==> src/sv/bounded_unique_set_macros.svh <==
// ----------------------------------------------------------------------------
// Bounded unique set: assertion macros
// Concurrent assertion wrappers, empty when the design is synthesised.
// ----------------------------------------------------------------------------
`ifndef BOUNDED_UNIQUE_SET_MACROS_SVH
`define BOUNDED_UNIQUE_SET_MACROS_SVH

`ifndef SYNTHESIS
`define BUS_ASSERT(label, clk, rst_n, prop, msg) \
    label: assert property (@(posedge clk) disable iff (!rst_n) prop) else $error(msg);
`define BUS_ASSERT_ALWAYS(label, clk, prop, msg) \
    label: assert property (@(posedge clk) prop) else $error(msg);
`else
`define BUS_ASSERT(label, clk, rst_n, prop, msg)
`define BUS_ASSERT_ALWAYS(label, clk, prop, msg)
`endif

`endif

==> src/sv/bus_pkg.sv <==
// ----------------------------------------------------------------------------
// Bounded unique set: package
// Command and status codes and the result beat shared by the modules.
// ----------------------------------------------------------------------------
package bus_pkg;

    localparam int CMD_WIDTH    = 3;
    localparam int DATA_WIDTH   = 32;
    localparam int POS_WIDTH    = 6;
    localparam int STATUS_WIDTH = 3;
    localparam int OCC_WIDTH    = 7;

    typedef enum logic [CMD_WIDTH-1:0] {
        CMD_ADD    = 3'd0,
        CMD_REMOVE = 3'd1,
        CMD_FIND   = 3'd2,
        CMD_GET    = 3'd3,
        CMD_CLEAR  = 3'd4
    } cmd_t;

    typedef enum logic [STATUS_WIDTH-1:0] {
        STATUS_OK      = 3'd0,
        STATUS_DUP     = 3'd1,
        STATUS_FULL    = 3'd2,
        STATUS_MISSING = 3'd3,
        STATUS_RANGE   = 3'd4
    } status_t;

    typedef struct packed {
        status_t                status;
        logic                   present;
        logic [DATA_WIDTH-1:0]  read_value;
        logic [OCC_WIDTH-1:0]   occupancy;
    } result_t;

endpackage

==> src/sv/bus_store.sv <==
// ----------------------------------------------------------------------------
// Bounded unique set: entry store
// Single write port, single read port memory with a registered read.
// ----------------------------------------------------------------------------
module bus_store #(
    parameter int DEPTH = 64,
    parameter int WIDTH = 32
) (
    input  logic                     clk,
    input  logic                     we,
    input  logic [$clog2(DEPTH)-1:0] waddr,
    input  logic [WIDTH-1:0]         wdata,
    input  logic [$clog2(DEPTH)-1:0] raddr,
    output logic [WIDTH-1:0]         rdata
);

    logic [WIDTH-1:0] mem [DEPTH];
    logic [WIDTH-1:0] rdata_reg;

    always_ff @(posedge clk)
    begin
        if (we)
        begin
            mem[waddr] <= wdata;
        end
        rdata_reg <= mem[raddr];
    end

    assign rdata = rdata_reg;

endmodule

==> src/sv/bus_ctrl.sv <==
// ----------------------------------------------------------------------------
// Bounded unique set: sequencer
// Walks the store for search and compaction, with one comparator for search.
// ----------------------------------------------------------------------------
`include "bounded_unique_set_macros.svh"

module bus_ctrl
    import bus_pkg::*;
#(
    parameter int CAPACITY    = 64,
    parameter int VALUE_WIDTH = 32
) (
    input  logic                                 clk,
    input  logic                                 rst_n,
    input  logic                                 start,
    output logic                                 busy,
    input  logic [CMD_WIDTH-1:0]                 command,
    input  logic signed [DATA_WIDTH-1:0]         value,
    input  logic [POS_WIDTH-1:0]                 position,
    output logic                                 done,
    output result_t                              result,
    output logic                                 mem_we,
    output logic [$clog2(CAPACITY)-1:0]          mem_waddr,
    output logic [VALUE_WIDTH-1:0]               mem_wdata,
    output logic [$clog2(CAPACITY)-1:0]          mem_raddr,
    input  logic [VALUE_WIDTH-1:0]               mem_rdata
);

    localparam int AW = $clog2(CAPACITY);
    localparam int FW = AW + 1;
    localparam int CW = (FW > OCC_WIDTH) ? FW : OCC_WIDTH;

    typedef enum logic [3:0] {
        S_IDLE  = 4'b0001,
        S_SCAN  = 4'b0010,
        S_SHIFT = 4'b0100,
        S_GET   = 4'b1000
    } state_t;

    state_t               state_reg, state_next;
    cmd_t                 cmd_reg, cmd_next;
    logic [VALUE_WIDTH-1:0] val_reg, val_next;
    logic [FW-1:0]        fill_reg, fill_next;
    logic [FW-1:0]        idx_reg, idx_next;
    logic [FW-1:0]        tag_reg, tag_next;
    logic                 pend_reg, pend_next;
    logic                 done_reg, done_next;
    result_t              res_reg, res_next;

    logic [63:0]          value_ext;
    logic [CW-1:0]        pos_ext;
    logic [CW-1:0]        fill_ext;
    logic [CW-1:0]        occ_ext;
    logic [FW-1:0]        dst;
    logic                 hit;
    logic                 full;
    logic                 finish;

    assign value_ext = 64'(value);
    assign pos_ext   = CW'(position);
    assign fill_ext  = CW'(fill_reg);
    assign hit       = pend_reg && (mem_rdata == val_reg);
    assign full      = (fill_reg >= FW'(CAPACITY));
    assign dst       = tag_reg - FW'(1);

    always_comb
    begin
        state_next = state_reg;
        cmd_next   = cmd_reg;
        val_next   = val_reg;
        fill_next  = fill_reg;
        idx_next   = idx_reg;
        tag_next   = tag_reg;
        pend_next  = pend_reg;
        done_next  = 1'b0;
        res_next   = res_reg;
        finish     = 1'b0;
        mem_we     = 1'b0;
        mem_waddr  = fill_reg[AW-1:0];
        mem_wdata  = val_reg;
        mem_raddr  = idx_reg[AW-1:0];
        occ_ext    = '0;

        unique case (state_reg)
            S_IDLE:
            begin
                if (start)
                begin
                    cmd_next            = cmd_t'(command);
                    val_next            = value_ext[VALUE_WIDTH-1:0];
                    idx_next            = '0;
                    pend_next           = 1'b0;
                    res_next.status     = STATUS_OK;
                    res_next.present    = 1'b0;
                    res_next.read_value = '0;
                    unique case (cmd_t'(command))
                        CMD_ADD, CMD_REMOVE, CMD_FIND:
                        begin
                            state_next = S_SCAN;
                        end
                        CMD_GET:
                        begin
                            mem_raddr = pos_ext[AW-1:0];
                            if (pos_ext < fill_ext)
                            begin
                                state_next = S_GET;
                            end
                            else
                            begin
                                res_next.status = STATUS_RANGE;
                                finish          = 1'b1;
                            end
                        end
                        CMD_CLEAR:
                        begin
                            fill_next = '0;
                            finish    = 1'b1;
                        end
                        default:
                        begin
                            finish = 1'b1;
                        end
                    endcase
                end
            end
            S_SCAN:
            begin
                if (hit)
                begin
                    res_next.present = 1'b1;
                    priority if (cmd_reg == CMD_REMOVE)
                    begin
                        state_next = S_SHIFT;
                        idx_next   = tag_reg + FW'(1);
                        pend_next  = 1'b0;
                    end
                    else if (cmd_reg == CMD_ADD)
                    begin
                        res_next.status = full ? STATUS_FULL : STATUS_DUP;
                        finish          = 1'b1;
                    end
                    else
                    begin
                        finish = 1'b1;
                    end
                end
                else if (idx_reg < fill_reg)
                begin
                    mem_raddr = idx_reg[AW-1:0];
                    idx_next  = idx_reg + FW'(1);
                    tag_next  = idx_reg;
                    pend_next = 1'b1;
                end
                else
                begin
                    finish = 1'b1;
                    priority if (cmd_reg == CMD_ADD)
                    begin
                        if (full)
                        begin
                            res_next.status = STATUS_FULL;
                        end
                        else
                        begin
                            mem_we    = 1'b1;
                            fill_next = fill_reg + FW'(1);
                        end
                    end
                    else
                    begin
                        res_next.status = STATUS_MISSING;
                    end
                end
            end
            S_SHIFT:
            begin
                if (pend_reg)
                begin
                    mem_we    = 1'b1;
                    mem_waddr = dst[AW-1:0];
                    mem_wdata = mem_rdata;
                end
                if (idx_reg < fill_reg)
                begin
                    mem_raddr = idx_reg[AW-1:0];
                    idx_next  = idx_reg + FW'(1);
                    tag_next  = idx_reg;
                    pend_next = 1'b1;
                end
                else
                begin
                    fill_next = fill_reg - FW'(1);
                    finish    = 1'b1;
                end
            end
            S_GET:
            begin
                res_next.read_value = DATA_WIDTH'(mem_rdata);
                finish              = 1'b1;
            end
            default:
            begin
                state_next = S_IDLE;
            end
        endcase

        if (finish)
        begin
            state_next         = S_IDLE;
            done_next          = 1'b1;
            occ_ext            = CW'(fill_next);
            res_next.occupancy = occ_ext[OCC_WIDTH-1:0];
        end
    end

    always_ff @(posedge clk or negedge rst_n)
    begin
        if (!rst_n)
        begin
            state_reg <= S_IDLE;
            fill_reg  <= '0;
            pend_reg  <= 1'b0;
            done_reg  <= 1'b0;
        end
        else
        begin
            state_reg <= state_next;
            fill_reg  <= fill_next;
            pend_reg  <= pend_next;
            done_reg  <= done_next;
        end
    end

    always_ff @(posedge clk)
    begin
        cmd_reg <= cmd_next;
        val_reg <= val_next;
        idx_reg <= idx_next;
        tag_reg <= tag_next;
        res_reg <= res_next;
    end

    assign busy   = (state_reg != S_IDLE);
    assign done   = done_reg;
    assign result = res_reg;

    `BUS_ASSERT(a_fill_bound, clk, rst_n, fill_reg <= FW'(CAPACITY), "fill count above capacity")
    `BUS_ASSERT(a_done_idle, clk, rst_n, done_reg |-> (state_reg == S_IDLE),
                "result beat while busy")
    `BUS_ASSERT(a_accept_progress, clk, rst_n, (start && !busy) |=> (busy || done_reg),
                "command accepted but neither worked nor answered")
    `BUS_ASSERT(a_write_state, clk, rst_n,
                mem_we |-> (state_reg == S_SCAN || state_reg == S_SHIFT),
                "store written outside search or compaction")
    `BUS_ASSERT(a_shift_dst, clk, rst_n, (state_reg == S_SHIFT && pend_reg) |-> (tag_reg != '0),
                "compaction writes below the first entry")

endmodule

==> src/sv/bounded_unique_set.sv <==
// ----------------------------------------------------------------------------
// Bounded unique set
// Insertion-ordered set of unique values with add, remove, find, get, clear.
// ----------------------------------------------------------------------------
// A command beat is taken at a rising edge where start is high and busy is
// low; command, value and position are sampled there. Busy stays high while
// the command works. Exactly one result beat follows: done is high for one
// cycle with status, present, read_value and occupancy, and the receiver
// must take it in that cycle, as it cannot hold results off.
// Clear, ignored codes and an out-of-range get answer straight from idle; a
// get in range first reads the store in its get state. Add, find and a
// remove that misses walk the stored entries one per cycle through a single
// comparator and answer when the walk ends, sooner on a hit; a remove that
// hits then compacts the later entries through the single write port.
// A new command may be given in the cycle that done is high.
// Reset empties the set at once; stored entries are not cleared, since only
// entries below the occupancy are ever read.
// ----------------------------------------------------------------------------
module bounded_unique_set
    import bus_pkg::*;
#(
    parameter int CAPACITY    = 64,
    parameter int VALUE_WIDTH = 32
) (
    input  logic                         clk,
    input  logic                         rst_n,
    input  logic                         start,
    output logic                         busy,
    input  logic [CMD_WIDTH-1:0]         command,
    input  logic signed [DATA_WIDTH-1:0] value,
    input  logic [POS_WIDTH-1:0]         position,
    output logic                         done,
    output logic [STATUS_WIDTH-1:0]      status,
    output logic                         present,
    output logic signed [DATA_WIDTH-1:0] read_value,
    output logic [OCC_WIDTH-1:0]         occupancy
);

    localparam int AW = $clog2(CAPACITY);

    result_t                result;
    logic                   mem_we;
    logic [AW-1:0]          mem_waddr;
    logic [VALUE_WIDTH-1:0] mem_wdata;
    logic [AW-1:0]          mem_raddr;
    logic [VALUE_WIDTH-1:0] mem_rdata;

    bus_ctrl #(
        .CAPACITY    (CAPACITY),
        .VALUE_WIDTH (VALUE_WIDTH)
    ) u_ctrl (
        .clk       (clk),
        .rst_n     (rst_n),
        .start     (start),
        .busy      (busy),
        .command   (command),
        .value     (value),
        .position  (position),
        .done      (done),
        .result    (result),
        .mem_we    (mem_we),
        .mem_waddr (mem_waddr),
        .mem_wdata (mem_wdata),
        .mem_raddr (mem_raddr),
        .mem_rdata (mem_rdata)
    );

    bus_store #(
        .DEPTH (CAPACITY),
        .WIDTH (VALUE_WIDTH)
    ) u_store (
        .clk   (clk),
        .we    (mem_we),
        .waddr (mem_waddr),
        .wdata (mem_wdata),
        .raddr (mem_raddr),
        .rdata (mem_rdata)
    );

    assign status     = result.status;
    assign present    = result.present;
    assign read_value = result.read_value;
    assign occupancy  = result.occupancy;

endmodule

==> config.mk <==
export PLATFORM = sky130hd
export DESIGN_NAME = bounded_unique_set
export DESIGN_NICKNAME = d
export VERILOG_FILES = /design/src/sv/bus_pkg.sv /design/src/sv/bus_store.sv /design/src/sv/bus_ctrl.sv /design/src/sv/bounded_unique_set.sv
export VERILOG_INCLUDE_DIRS = /design/src /design/src/sv
export SDC_FILE = /design/constraint.sdc
export NUM_CORES = 2
export LEC_CHECK = 0
export BUFFER_PORTS_ARGS = -buffer_cell sky130_fd_sc_hd__buf_2
export CORE_UTILIZATION = 40
export CTS_CLUSTER_DIAMETER = 100
export DETAILED_ROUTE_END_ITERATION = 7
export SLEW_MARGIN = 20
export SYNTH_ARGS = -nofsm -noshare
export SYNTH_HDL_FRONTEND = slang
export SYNTH_HIERARCHICAL = 1
export SYNTH_SLANG_ARGS = --single-unit
==> constraint.sdc <==
create_clock -name clk -period 7.9 [get_ports clk]
set_input_delay 1.185 -clock clk [delete_from_list [all_inputs] [get_ports clk]]
set_output_delay 1.185 -clock clk [all_outputs]
set_load 0.02 [all_outputs]
* Word-level counts from Yosys, hierarchy flattened
Memory sizes are Yosys's and may differ from the RTL's. A register that Yosys moved wholly into a read port is not among the register bits.
Cells that the tools add are included.
W data, S select, Z words.
** Cells by class
- Equal/unequal tests :: 25
- Order comparisons :: 3
- Reduce and logical (&&, ||, !) cells :: 16
- Mux-type cells :: 64
- $add $sub $neg :: 5
** Operator list (number)
- $mux W7 :: 13
- $mux W32 :: 2
- $pmux W32 S2 :: 1
- $pmux W7 S3 :: 2
- $mux W36 :: 1
- $eq A32 B32 Y1 :: 1
- $mux W6 :: 5
- $mux W3 :: 8
- $add A7 B1 Y7 const B :: 3
- $mux W4 :: 5
- $mux W1 :: 18
- $pmux W4 S2 :: 2
- $pmux W7 S2 :: 1
- $pmux W4 S3 :: 1
- $reduce_and A6 Y1 :: 2
- $ne A3 B3 Y1 const B :: 3
- $ne A4 B2 Y1 const B :: 2
- $ge A7 B7 Y1 const B :: 1
- $lt A6 B7 Y1 :: 1
- $lt A7 B7 Y1 :: 1
- $sub A7 B1 Y7 const B :: 1
- $eq A3 B1 Y1 const B :: 2
- $eq A3 B2 Y1 const B :: 2
- $logic_not A3 Y1 :: 2
- other kinds (23) :: 33
** Word-level totals
- Memory bits (writable) :: 2048
- Word-level logic and storage cells :: 126
- Register bits after elaboration :: 105
- Memories :: 1
- Output and inout port bits :: 45
- Bits of input ports :: 44
** Memory list
- u_store.mem :: depth 64, bits a word 32, read ports 1, clocked after memory_dff 1, write ports 1, RTL line bus_store.sv:17 : logic [WIDTH-1:0] mem [DEPTH];

* Logic depth before layout (Yosys ltp)
- Depth after elaboration :: 8
- Depth in mapped cells :: 16
- Mapped depth without buffers :: 11

* Modules after synthesis
The synthesis kept the hierarchy.
** By module, submodules not included
- bus_store :: cells an instance 3324, area an instance 78515.3 µm², seq. area each 62139.6 µm², instances 1
- bus_ctrl :: cells an instance 446, area an instance 5534.1 µm², seq. area each 3089.2 µm², instances 1

* Worst setup path before layout
No wires, ideal clock.
- Kind :: register to register
- From :: register u_ctrl.state_reg[1]
- To :: memory u_store.mem[49][0] (enable)
- Cell stages (with the launch flop) :: 11
- Path slack :: 3.054 ns
- Path buffers :: 3
- Required time :: 7.439 ns
- Data arrival time :: 4.385 ns
- Library setup time :: 0.461 ns
- Clock period less this slack :: 4.846 ns
- Cells stage by stage :: dfrtp_1 > buf_2 > nor4b_4 > nand2_1 > clkbuf_1 > nor2_1 > a21oi_1 > clkbuf_1 > nor2b_1 > nand4_1 > nor3_1
** On the way
- Elaborated cells on any way between the ends :: 6
- Those cells by class :: 2 x eq/ne; 4 x mux
** RTL lines
- start, declared :: RTL line bus_ctrl.sv:40 : state_t state_reg, state_next;
- start signal, assigned :: RTL line bus_ctrl.sv:227 : state_reg <= state_next;
- $eq A4 B3 Y1 :: RTL line bus_ctrl.sv:84 : unique case (state_reg)
- $mux W6 :: RTL line bus_ctrl.sv:84
- via mem_waddr[3] :: RTL line bounded_unique_set.sv:43 : logic [AW-1:0] mem_waddr;
- end, declared :: RTL line bus_store.sv:17
The timed path passes the listed nets, and every way through them passes these cells.

* Worst setup path in the final report
- From :: register u_ctrl.state_reg[0]
- To :: register u_store.rdata_reg[10] (netlist: u_store/rdata[10]) (read register of u_store.mem)
** On the way
- Cells in the longest elaborated chain, start to end :: 2
** RTL lines
- $eq A4 B1 Y1 :: RTL line bus_ctrl.sv:84
- $mux W6
- via mem_raddr[1] :: RTL line bounded_unique_set.sv:45 : logic [AW-1:0] mem_raddr;
- end, declared :: RTL line bus_store.sv:18 : logic [WIDTH-1:0] rdata_reg;
The timed path passes the listed nets, and every way through them passes these cells.
A chain may end at the register's enable or synchronous reset.

==> metrics.md <==
| Metric | Value |
|---|---|
| Rows | between 150 and 200 |
| Core area | 208000 um2 |
| Yosys top cell area share | 76.5% |
| Share of layout cells above drive strength 1 | approximately 28% |
| GRT Util Overall | between 20% and 30% |
| DP HPWL | roughly 130000 um |
| Layout area overhead | 14.0% |
| Inserted Clock Buffers | around 220 |
| Max-cap viol count | 0 |
| XOR/XNOR Fraction of Synth Area | less than 1% |
| Syn_nets | around 3800 |
| DIE AREA | 212000 um2 |
| Pins Over Slew Limit | 0 |
| WL final | 223000 um |
| VDD IR max | 0.230 mV |
| Main combinational cell family by area after synthesis | multiplexers |
| PortBufs | 88 |
| Top cells by area, synth | edfxtp_1 76%, mux4_2 15%, mux2i_1 1.1%, dfxtp_1 0.76%, nor2_1 0.73% |
| Initial antenna violation count | 10 |
| Pwr/cell area | roughly 340 nW/um2 |
| Unrepaired setup endpoints after global routing | no |
| Clock Root Buffer | clkbuf_16 |
| Synth Flop Type | edfxtp_1 |
| DRT Pass-1 Iters | 5 |
| Synthesized area per cell | between 20 and 25 um2 |
| Max Freq | 0.169 GHz |
| Top reg by flops | u_store/mem |
| Area leader, netlist | edfxtp_1 |
| Post-Syn Area | approximately 84000 um2 |
| Yosys reg bits | around 2200 |
| CP endpoint kind | flip-flop |
| DRC viols | 0 |
| Hold_buf cts | 0 |
| Async S/R FF share, synth | less than 1% |
| Largest net degree at the start of global routing | 77 |
| Minimum clock period | roughly 5.9 ns |
| Final count of hold timing violations | 0 |
| Die Span Y | approximately 460 um |
| Setup skew after layout | roughly 0.035 ns |
| Clk slew on worst S/H paths | 0.07 ns |
| Adder-Cell Fraction of Synth Area | less than 1% |
| Placed cells | 6568 |
| Setup CP Type | flip-flop to flip-flop |
| Vias in the first global route | 40776 |
| # IOs | a little under 90 |
| Period utilization | 74.8% |
| Final ANT Viol Nets | 0 |
| Top cells by instance count after synthesis | 2140 x edfxtp_1, 544 x mux4_2, 164 x nor2_1 |
| Final core utilization | between 40% and 50% |
| Number of flip-flops in the largest register | approximately 2000 |
| Clock latency at the later pin of the worst-skew pair | approximately 0.86 ns |
| Fin cells | roughly 7000 |
| P_leak | about 0.030 uW |
| H-tree depth | 4 |
| Proportion of synthesized area in mux cells | between 10% and 20% |
| Global-route wire length before repair | around 310000 um |
| Final setup viols | 0 |
| Post-Place Worst Slack | 1.80 ns |
| Worst-margin pin slew | 1.21 ns |
| Via/cell ratio | 5.85 |
| Clock tree sinks | about 2200 |
| Critical Path AT | 6.60 ns |
| Slew headroom | between 10% and 20% |
| CP Launch Type | flip-flop |
| Placer Congestion | just over 0.8 |
| CP Max Fanout | 76 |
| Syn Inst Count | between 3000 and 4000 |
| Status | finished clean |
| Distinct cells, synth | 67 |
| Hold WC Path Type | input port to async pin |
| CP Data Required Time | about 8.6 ns |
| Ys Warns | 6 |
| GR Overflow Total | 0 |
| Post-DR wirelength/cell | between 30 and 40 um |
| Seq/Total Area, Yosys | between 70 and 80% |
| TritonCTS clock tree | done |
| Routed vias | 40865 |
| Post-Synth Simple-Gate Area | 2.15% |
| Final setup margin | 1.99 ns |
| Chip width | 460 um |
| Top-count cell post-synth | edfxtp_1 |
| Drt first-iter violations | 4713 |
| Worst hold slack | about 0.23 ns |
| Setup Fix Bufs, Post-CTS | 0 |
| Clk buf depth | 3 |
| Setup TNS | 0 ns |
| Initial Util | a little over 40% |
| Post-synthesis compound-gate area fraction | between 2 and 2.5% |
| Resized cells post-CTS | 0 |
| Post-synth EDFFs | 2140 |
| Nets | ~4100 |
-- stage by stage --
step | instance area (um2) | power [uW]
floorplan | 84000 | 19500
global placement | 88600 | 22500
detailed placement | 88700 | 22600
CTS | 95700 | 32700
global route | 95800 | 33600
finish | 95800 | 32500
-- worst max-delay path, stage by stage (launching register included) --
cell     delay, ns
dfstp_2       0.62
nor4b_2       0.36
nand2_1       0.24
or3_1         0.59
mux2_8        0.93
buf_4         0.75
mux4_2        0.43
mux4_2        0.52
o22ai_1       0.91
nor2_1        0.11
-- routing by layer --
layer	vias to the layer above	GRT usage, %	wire length, um
li1	16407	-	-
met3	290	4.00	18200
met2	1778	34.5	109000
met1	22388	29.3	90500
met5	-	0	13
met4	2	4.88	4540
-- where the power goes --
group / total (uW) / switching (uW) / internal (uW)
sequential: 13700 / 322 / 13400
combinational: 8580 / 5160 / 3430
clock: 10200 / 4350 / 5830
-- kinds of logic after synthesis --
group                    Yosys count
flip-flops                      2185
multiplexers                     677
AND/OR/NAND/NOR                  368
AO/OA/AOI/OAI                    262
buffers and inverters            213
XOR/XNOR                          48
adder cells (fa/ha/maj)           17
-- cell type report --
class,count,area (um2)
Inverter,16,60.1
Fill cell,17006,112000
Clock buffer,271,5740
Timing Repair Buffer,207,1470
Multi-Input combinational cell,1372,18500
Clock inverter,140,1300
Antenna cell,10,25.0
Tap cell,2788,3490
Sequential cell,2185,65200
-- worst paths after layout --
| path | from | end | slack [ns] | depth (start not counted) |
|---|---|---|---|---|
| min reg2reg | u_ctrl/idx_reg[6]$_DFFE_PP_ | u_ctrl/tag_reg[6]$_DFFE_PP_ | 0.53 | 0 |
| max in group asynchronous | rst_n | u_ctrl/state_reg[0]$_DFFE_PN1P_ | 7.37 | 1 |
| min | rst_n | u_ctrl/done$_DFF_PN0_ | 0.23 | 1 |
| max | u_ctrl/state_reg[0]$_DFFE_PN1P_ | u_store/rdata[10]$_DFF_P_ | 1.99 | 9 |
| max reg2reg | u_ctrl/state_reg[0]$_DFFE_PN1P_ | u_store/rdata[10]$_DFF_P_ | 1.99 | 9 |
| min in group clk | value[21] | u_ctrl/val_reg[21]$_DFFE_PP_ | 0.51 | 1 |
-- placed cells by master (no fill, tap or decap), types with 11 or more instances in the layout --
| master | n |
|---|---|
| edfxtp_1 | 2140 |
| mux4_2 | 544 |
| clkbuf_16 | 219 |
| buf_4 | 108 |
| nor2_1 | 101 |
| mux2i_1 | 95 |
| o22ai_1 | 89 |
| buf_2 | 88 |
| a21oi_1 | 76 |
| nor2_4 | 62 |
| clkinv_1 | 61 |
| clkbuf_1 | 46 |
| nand2_1 | 45 |
| xor2_1 | 43 |
| clkinv_2 | 42 |
| and2_1 | 36 |
| dfxtp_1 | 32 |
| o221ai_1 | 29 |
| mux2_4 | 28 |
| bufinv_16 | 21 |
| nand3_1 | 17 |
| ha_1 | 17 |
| nor2b_1 | 16 |
| inv_1 | 15 |
| nor3_1 | 14 |
| a22oi_1 | 13 |
| dfrtp_1 | 12 |
| buf_12 | 11 |
(Power assumes the default switching activity.)
